### config.mk
export PLATFORM = sky130hd
export DESIGN_NAME = two_layer_cdm_chip_decoder
export DESIGN_NICKNAME = d
export VERILOG_FILES = /design/src/rtl/tlcdm_pkg.sv /design/src/rtl/two_layer_cdm_chip_decoder.sv
export SDC_FILE = /design/constraint.sdc
export NUM_CORES = 1
export LEC_CHECK = 0
export ABC_AREA = 0
export ABC_CLOCK_PERIOD_IN_PS = 6100
export BUFFER_PORTS_ARGS = -buffer_cell sky130_fd_sc_hd__buf_2
export CORE_MARGIN = 2
export CORE_UTILIZATION = 30
export DETAILED_ROUTE_END_ITERATION = 16
export GPL_ROUTABILITY_DRIVEN = 0
export GPL_TIMING_DRIVEN = 0
export PLACE_DENSITY = 0.45
export SETUP_SLACK_MARGIN = 0.4
export SYNTH_ARGS = -nofsm -noshare
export SYNTH_HDL_FRONTEND = slang
export SYNTH_SLANG_ARGS = --single-unit
### constraint.sdc
create_clock -name clk -period 6.1 [get_ports clk]
set_input_delay 0.61 -clock clk [delete_from_list [all_inputs] [get_ports clk]]
set_output_delay 0.61 -clock clk [all_outputs]
set_load 0.02 [all_outputs]
### src/rtl/tlcdm_pkg.sv
// Shared types and constants for the two-layer CDM chip decoder.
package tlcdm_pkg;

	// Chips per frame and the frame index width
	localparam int unsigned FRAME_CHIPS = 16;
	localparam int unsigned IDX_W       = 4;

	// Ternary codewords as position masks, bit i for chip i
	localparam logic [FRAME_CHIPS-1:0] CODE_A_POS = 16'h2841;
	localparam logic [FRAME_CHIPS-1:0] CODE_A_NEG = 16'h8214;
	localparam logic [FRAME_CHIPS-1:0] CODE_B_POS = 16'h1482;
	localparam logic [FRAME_CHIPS-1:0] CODE_B_NEG = 16'h4128;

	// Intensity estimator: count restart value and register alignment
	localparam logic [31:0] COUNT_INIT = 32'd32;
	localparam int unsigned INIT_SHIFT = 7;

	// Decoder sequencer states
	typedef enum logic [2:0] {
		S_FILL,
		S_CORR,
		S_MAG,
		S_DIV,
		S_FIN
	} dec_state_t;

endpackage

### src/rtl/two_layer_cdm_chip_decoder.sv
// Two-layer CDM chip decoder: chip memory, correlation pass, divider and byte packing.
//
// Chip samples are written one per cycle into a 16-entry chip memory while the block
// is filling a frame. The 16th sample starts the frame decode, during which no sample
// is taken: a correlation pass reads the memory one chip per cycle, a magnitude step
// updates the intensity estimate, a bit-serial divider forms sum/count, and a finish
// step builds the nibble. Every second frame gives one data byte; the finish step
// waits only while the previous byte is still held in the output register.
// The configuration word restarts the intensity estimate and is taken while filling.
module two_layer_cdm_chip_decoder #(
	parameter int unsigned SAMPLE_BITS = 12
) (
	input  logic                   clk,
	input  logic                   arst_n,
	input  logic                   cfg_valid,
	output logic                   cfg_ready,
	input  logic [24:0]            initial_intensity,
	input  logic                   in_valid,
	output logic                   in_ready,
	input  logic [SAMPLE_BITS-1:0] sample,
	output logic                   out_valid,
	input  logic                   out_ready,
	output logic [7:0]             data_byte
);
	import tlcdm_pkg::*;

	localparam int unsigned CORR_W = SAMPLE_BITS + 4;

	dec_state_t state_q, state_d;

	logic [IDX_W-1:0]       fill_idx_q;
	logic [4:0]             cnt_q;
	logic [SAMPLE_BITS-1:0] chip_mem [FRAME_CHIPS];
	logic [SAMPLE_BITS-1:0] rd_data_s1;
	logic [IDX_W-1:0]       rd_idx_s1;
	logic                   rd_valid_s1;
	logic signed [CORR_W-1:0] corr_a_q, corr_b_q;
	logic [31:0]            sum_q, count_q;
	logic [31:0]            quo_q, rem_q;
	logic                   ba1_q, bb1_q;
	logic [3:0]             held_nib_q;
	logic                   nib_held_q;
	logic                   out_valid_q;
	logic [7:0]             out_byte_q;

	logic                   in_acc, cfg_acc, out_free, fin_go, byte_load;
	logic [CORR_W-1:0]      chip_ext, mag_a, mag_b;
	logic [31:0]            sum_next;
	logic [32:0]            rem_sh;
	logic                   rem_ge;
	logic [31:0]            ya_ext, yb_ext, lvl4, ya2, yb2;
	logic [3:0]             nibble;

	assign in_acc    = in_valid && in_ready;
	assign cfg_acc   = cfg_valid && cfg_ready;
	assign out_free  = !out_valid_q || out_ready;
	assign byte_load = (state_q == S_FIN) && fin_go && nib_held_q;

	// Next state
	always_comb begin
		state_d = state_q;
		case (state_q)
			S_FILL: if (in_acc && (fill_idx_q == IDX_W'(FRAME_CHIPS - 1))) state_d = S_CORR;
			S_CORR: if (cnt_q == 5'(FRAME_CHIPS)) state_d = S_MAG;
			S_MAG:  state_d = S_DIV;
			S_DIV:  if (cnt_q == 5'd31) state_d = S_FIN;
			S_FIN:  if (fin_go) state_d = S_FILL;
			default: state_d = S_FILL;
		endcase
	end

	// Handshake outputs
	always_comb begin
		in_ready  = 1'b0;
		cfg_ready = 1'b0;
		fin_go    = 1'b0;
		case (state_q)
			S_FILL: begin
				in_ready  = 1'b1;
				cfg_ready = 1'b1;
			end
			S_FIN:   fin_go = !nib_held_q || out_free;
			default: ;
		endcase
	end

	always_ff @(posedge clk or negedge arst_n) begin
		if (!arst_n) begin
			state_q <= S_FILL;
		end else begin
			state_q <= state_d;
		end
	end

	// Chip memory: sample writes, one registered read a cycle
	always_ff @(posedge clk) begin
		if (in_acc) begin
			chip_mem[fill_idx_q] <= sample;
		end
		rd_data_s1 <= chip_mem[cnt_q[IDX_W-1:0]];
		rd_idx_s1  <= cnt_q[IDX_W-1:0];
	end

	// Fill index and shared pass counter
	always_ff @(posedge clk or negedge arst_n) begin
		if (!arst_n) begin
			fill_idx_q  <= '0;
			cnt_q       <= '0;
			rd_valid_s1 <= 1'b0;
		end else begin
			rd_valid_s1 <= (state_q == S_CORR) && !cnt_q[4];
			if (in_acc) begin
				fill_idx_q <= fill_idx_q + 1'b1;
			end
			case (state_q)
				S_CORR, S_DIV: cnt_q <= cnt_q + 1'b1;
				default:       cnt_q <= '0;
			endcase
		end
	end

	// Correlation accumulate
	assign chip_ext = CORR_W'(rd_data_s1);

	always_ff @(posedge clk) begin
		if (state_q == S_FILL) begin
			corr_a_q <= '0;
			corr_b_q <= '0;
		end else if ((state_q == S_CORR) && rd_valid_s1) begin
			if (CODE_A_POS[rd_idx_s1]) corr_a_q <= corr_a_q + signed'(chip_ext);
			else if (CODE_A_NEG[rd_idx_s1]) corr_a_q <= corr_a_q - signed'(chip_ext);
			if (CODE_B_POS[rd_idx_s1]) corr_b_q <= corr_b_q + signed'(chip_ext);
			else if (CODE_B_NEG[rd_idx_s1]) corr_b_q <= corr_b_q - signed'(chip_ext);
		end
	end

	// Magnitudes and intensity sum update
	assign mag_a    = corr_a_q[CORR_W-1] ? CORR_W'(-corr_a_q) : CORR_W'(corr_a_q);
	assign mag_b    = corr_b_q[CORR_W-1] ? CORR_W'(-corr_b_q) : CORR_W'(corr_b_q);
	assign sum_next = sum_q + 32'(mag_a) + 32'(mag_b);

	// Restoring divider step, one quotient bit a cycle
	assign rem_sh = {rem_q, quo_q[31]};
	assign rem_ge = rem_sh >= {1'b0, count_q};

	always_ff @(posedge clk or negedge arst_n) begin
		if (!arst_n) begin
			sum_q   <= '0;
			count_q <= COUNT_INIT;
		end else if (cfg_acc) begin
			sum_q   <= {initial_intensity, INIT_SHIFT'(0)};
			count_q <= COUNT_INIT;
		end else if (state_q == S_MAG) begin
			sum_q   <= sum_next;
			count_q <= count_q + 32'd2;
		end
	end

	always_ff @(posedge clk) begin
		if (state_q == S_MAG) begin
			quo_q <= sum_next;
			rem_q <= '0;
			ba1_q <= (corr_a_q == '0) || corr_a_q[CORR_W-1];
			bb1_q <= (corr_b_q == '0) || corr_b_q[CORR_W-1];
		end else if (state_q == S_DIV) begin
			quo_q <= {quo_q[30:0], rem_ge};
			rem_q <= rem_ge ? 32'(rem_sh - {1'b0, count_q}) : rem_sh[31:0];
		end
	end

	// Layer 2: remove four times the level, sign picks the bit
	assign lvl4   = {quo_q[31:2], 2'b00};
	assign ya_ext = 32'(corr_a_q);
	assign yb_ext = 32'(corr_b_q);
	assign ya2    = ba1_q ? ya_ext + lvl4 : ya_ext - lvl4;
	assign yb2    = bb1_q ? yb_ext + lvl4 : yb_ext - lvl4;
	assign nibble = {~yb2[31], ~ya2[31], bb1_q, ba1_q};

	// Nibble pairing and output register
	always_ff @(posedge clk or negedge arst_n) begin
		if (!arst_n) begin
			nib_held_q  <= 1'b0;
			held_nib_q  <= '0;
			out_valid_q <= 1'b0;
		end else begin
			// a new word may take the slot in the cycle the old one leaves
			if (byte_load) begin
				out_valid_q <= 1'b1;
			end else if (out_valid_q && out_ready) begin
				out_valid_q <= 1'b0;
			end
			if ((state_q == S_FIN) && fin_go) begin
				if (!nib_held_q) begin
					held_nib_q <= nibble;
					nib_held_q <= 1'b1;
				end else begin
					nib_held_q <= 1'b0;
				end
			end
		end
	end

	always_ff @(posedge clk) begin
		if (byte_load) begin
			out_byte_q <= {nibble, held_nib_q};
		end
	end

	assign out_valid = out_valid_q;
	assign data_byte = out_byte_q;

endmodule

==> out/qor.csv <==
stage;metric;value;unit
outcome;status;completed;
critical_path;Crit. Startpoint;corr_a_q[3];
sta;fin. max-slew vios;0;
logic_synthesis;Post-Syn Area;0.0229;mm²
critical_path;WP depth;16;
sta;relative slew slack;0.132;
route;post-DR wirelength/cell;19.0;µm
logic_synthesis;adder-cell share of the synthesized area;0.0977;
critical_path;FF-to-FF setup slack;0.77;ns
route;DRT antenna net count;0;
cells_and_area;Finished Core Util;0.346;
global_routing;initial antenna violation count;1;
critical_path;critical path buffer and inverter count;1;
cells_and_area;area taken by multi-input logic gates;0.0115;mm²
critical_path;worst-path maximum fanout;8;
critical_path;crit-path max cell delay;0.62;ns
clocking;Worst-path clk slew;0.06;ns
cells_and_area;share of cells above drive strength 1;0.113;
logic_synthesis;post-synthesis cell count;2134;
logic_synthesis;Post-Synth XOR/XNOR Area;0.0844;
critical_path;CP top delay family;simple AND/OR/NAND/NOR gates;
route;Routed WL;61.9;mm
logic_synthesis;multiplexer share of the synthesized area;0.0694;
floorplan;I/O pin count;53;
critical_path;WS Path Type;flip-flop to flip-flop;
logic_synthesis;Compound-Gate Fraction of Synth Area;0.119;
pwr;Pleak;0.0102;µW
sta;Final setup viols;0;
run;max_cap viols;0;
global_routing;GRT overflow;0;
critical_path;critical path data required time;6.43;ns
place;input/output buffers;52;
logic_synthesis;post-synthesis net count;2343;
floorplan;Initial Utilization;0.302;
clocking;H-tree Lvls;2;
sta;final hold violation count;0;
route;via count;16300;
cells_and_area;Reg area;0.0107;mm²
sta;setup TNS;0;ns
logic_synthesis;top cell type's share of synthesized area;0.307;
logic_synthesis;ys async rst share;0.207;
sta;RSZ-0062 raised after global routing;false;
clocking;clock sinks;396;
pwr;power density cells;393;mW/mm²
critical_path;r2r startpoint;corr_a_q[3];
logic_synthesis;Avg Inst Size Synth;10.7;µm²
critical_path;CP endpoint kind;flip-flop;
pwr;Max IR drop VDD;0.000367;V
clocking;Clk Tree Root Cell;clkbuf_16;
route;Residual DRC;0;
global_routing;GRT Overall Usage;0.159;
critical_path;crit-path cells;or4_1 -> or3_1 -> or4_1 -> o21ai_0 -> xor2_1 -> fa_1 -> inv_1 -> ha_1 -> or2_2 -> a21oi_2 -> a211oi_1 -> a2111oi_4 -> nor2_2 -> nand3_1 -> xor2_1 -> o21ai_0;
critical_path;critical path arrival;5.66;ns
global_routing;largest net degree at the start of global routing;45;
route;vias per cell;5.01;
sta;fmax;188;MHz
cells_and_area;Area Growth Syn to Fin;14.4;%
logic_synthesis;ys flop type;edfxtp_1;
floorplan;floorplan core area;0.0758;mm²
route;number of detailed-route iterations in the first pass;7;
sta;Final Cycle Share;0.874;
route;first-iteration detailed-routing DRC count;1061;
logic_synthesis;post-synthesis cell type count;81;
sta;Slew @ Worst Pin;1.30;ns
cells_and_area;ant diodes;0;
cells_and_area;Final nets;2455;
critical_path;r2r worst-path depth;16;
logic_synthesis;yosys warns;0;
place;hpwl dp;46.0;mm
critical_path;startpoint types;flip-flop;
clocking;total CTS buffers;47;
floorplan;row count;101;
clocking;clk_lat worst skew;0.63;ns
logic_synthesis;Synth Register Bits;396;
logic_synthesis;Post-synth EDFFs;234;
clocking;Max clock buf depth;3;
floorplan;Die ar.;0.0786;mm²
sta;Worst Skew;0.0626;ns
logic_synthesis;Synth area leaders;edfxtp_1 31%, dfrtp_1 8.8%, ha_1 8.0%;
sta;min cycle time layout;5.33;ns
critical_path;reg-to-reg critical path endpoint;quo_q[29];
floorplan;Die Y;280;µm
critical_path;Slowest cell on crit path;or4_1;
pwr;power consumption;10300;µW
global_routing;first-pass GRT wire length;97.2;mm
logic_synthesis;top cell type by total area after synthesis;edfxtp_1;
floorplan;die width;280;µm
clocking;TritonCTS clock tree;built;
critical_path;CP Capture Point;quo_q[29];
logic_synthesis;largest family of logic cells by synthesized area;simple AND/OR/NAND/NOR gates;
logic_synthesis;register area share after synthesis;0.466;
logic_synthesis;Synth Area in Simple Gates;0.130;
hold_path;Worst Hold Class;primary input to flip-flop;
global_routing;vias in the first global route;16500;
cells_and_area;FILL cells;7578;
cell usage in the layout, fill, tap and decap left out, types with 13 or more instances in the layout:
| cell | Yosys | layout |
|---|---|---|
| dfxtp_1 | 80 | 78 |
| nor3_1 | 48 | 42 |
| fa_1 | 20 | 20 |
| or3_1 | 14 | 14 |
| o21a_1 | 16 | 16 |
| nor4_1 | 16 | 15 |
| nor2b_1 | 15 | 15 |
| dfrtp_1 | 81 | 81 |
| xnor2_1 | 89 | 89 |
| and2_1 | 13 | 13 |
| o21ai_0 | 71 | 71 |
| inv_1 | 103 | 103 |
| nand4_1 | 17 | 17 |
| mux4_2 | 64 | 64 |
| buf_1 | 16 | 16 |
| clkbuf_16 | 0 | 48 |
| a21o_1 | 45 | 45 |
| xor2_1 | 132 | 132 |
| nand2_1 | 220 | 220 |
| a211oi_1 | 15 | 15 |
| o31ai_1 | 15 | 15 |
| nor2_1 | 216 | 213 |
| clkbuf_1 | 60 | 72 |
| a22oi_1 | 14 | 14 |
| buf_2 | 3 | 54 |
| nand3_1 | 33 | 33 |
| nand2b_1 | 14 | 14 |
| o21ai_1 | 27 | 27 |
| a21oi_1 | 130 | 129 |
| edfxtp_1 | 234 | 234 |
| ha_1 | 147 | 147 |
synth_stat cells, types with 64 or more instances:
library cell / instances
dfrtp_1: 81
ha_1: 147
xor2_1: 132
xnor2_1: 89
mux4_2: 64
inv_1: 103
nor2_1: 216
edfxtp_1: 234
a21oi_1: 130
nand2_1: 220
o21ai_0: 71
dfxtp_1: 80
per-stage QoR:
step | area (µm²) | hold slack (ns) | setup slack (ns) | cells
after floorplan | 22900 | 0.314 | 1.32 | 2134
after global placement | 24400 | 0.426 | 0.357 | 3164
after detailed placement | 24600 | 0.427 | 0.359 | 3173
after CTS | 26200 | 0.210 | 0.572 | 3261
after global routing | 26200 | 0.225 | 0.482 | 3262
final | 26200 | 0.236 | 0.768 | 3262
registers in the layout (all words and copies together) (netlist names), 4 cells and up, named ones only:
register / flops
corr_a_q: 16
chip_mem: 192
quo_q: 32
rem_q: 32
sum_q: 32
corr_b_q: 16
cnt_q: 5
held_nib_q: 4
data_byte: 8
fill_idx_q: 4
count_q: 31
rd_data_s1: 12
cells by family (layout without fill, tap and decap cells):
kind of cell | Yosys count | count (layout)
buf+inv | 191 | 341
compound gates | 425 | 425
mux | 78 | 78
flops | 396 | 396
fa+ha+maj | 167 | 167
simple gates | 655 | 655
other cells | 1 | 1
xor+xnor | 221 | 221
worst min-delay path by stage:
stage | endpoint | depth (start not counted) | slack, ns | startpoint
after floorplan | cnt_q[0] | 0 | 0.31 | arst_n
final | sum_q[27] | 3 | 0.24 | initial_intensity[20]
after global placement | data_byte[3] | 0 | 0.43 | held_nib_q[3]
after detailed placement | data_byte[2] | 0 | 0.43 | held_nib_q[2]
after global routing | sum_q[27] | 3 | 0.22 | initial_intensity[20]
after CTS | sum_q[27] | 3 | 0.21 | initial_intensity[20]
power by group:
part	internal (µW)	total [µW]	switching (µW)
registers	3170	3500	339
logic	1630	3890	2260
clock network	1720	2920	1200
per-layer routing:
layer	part of all wire	vias up	track usage
li1	-	7937	-
met1	0.47	8014	0.218
met2	0.47	307	0.264
met3	0.040	77	0.0216
met4	0.022	0	0.0417
met5	0	-	0
final cells by class:
class	count	share of cell area
buffer	86	0.0139
clock buffer	61	0.0477
clock inverter	26	0.0136
inverter	105	0.0150
multi-input combinational	1547	0.440
sequential	396	0.408
tap	978	0.0467
timing repair buffer	63	0.0153
tightest hold or removal path: cells and delay by family:
family,cells,cell delay (ns)
AO/OA/AOI/OAI,2,0.10
buffers and inverters,1,0.08
repair_timing:
item | 4_1_cts | 5_1_grt
hold buffers | 1 | 0
setup buffers | 0 | 0
cloned | 0 | 0
endpoints found under the hold margin | 1 | 0
endpoints found under the setup margin | 2 | 6
resized for setup | 4 | 5
(Power assumes the default switching activity.)
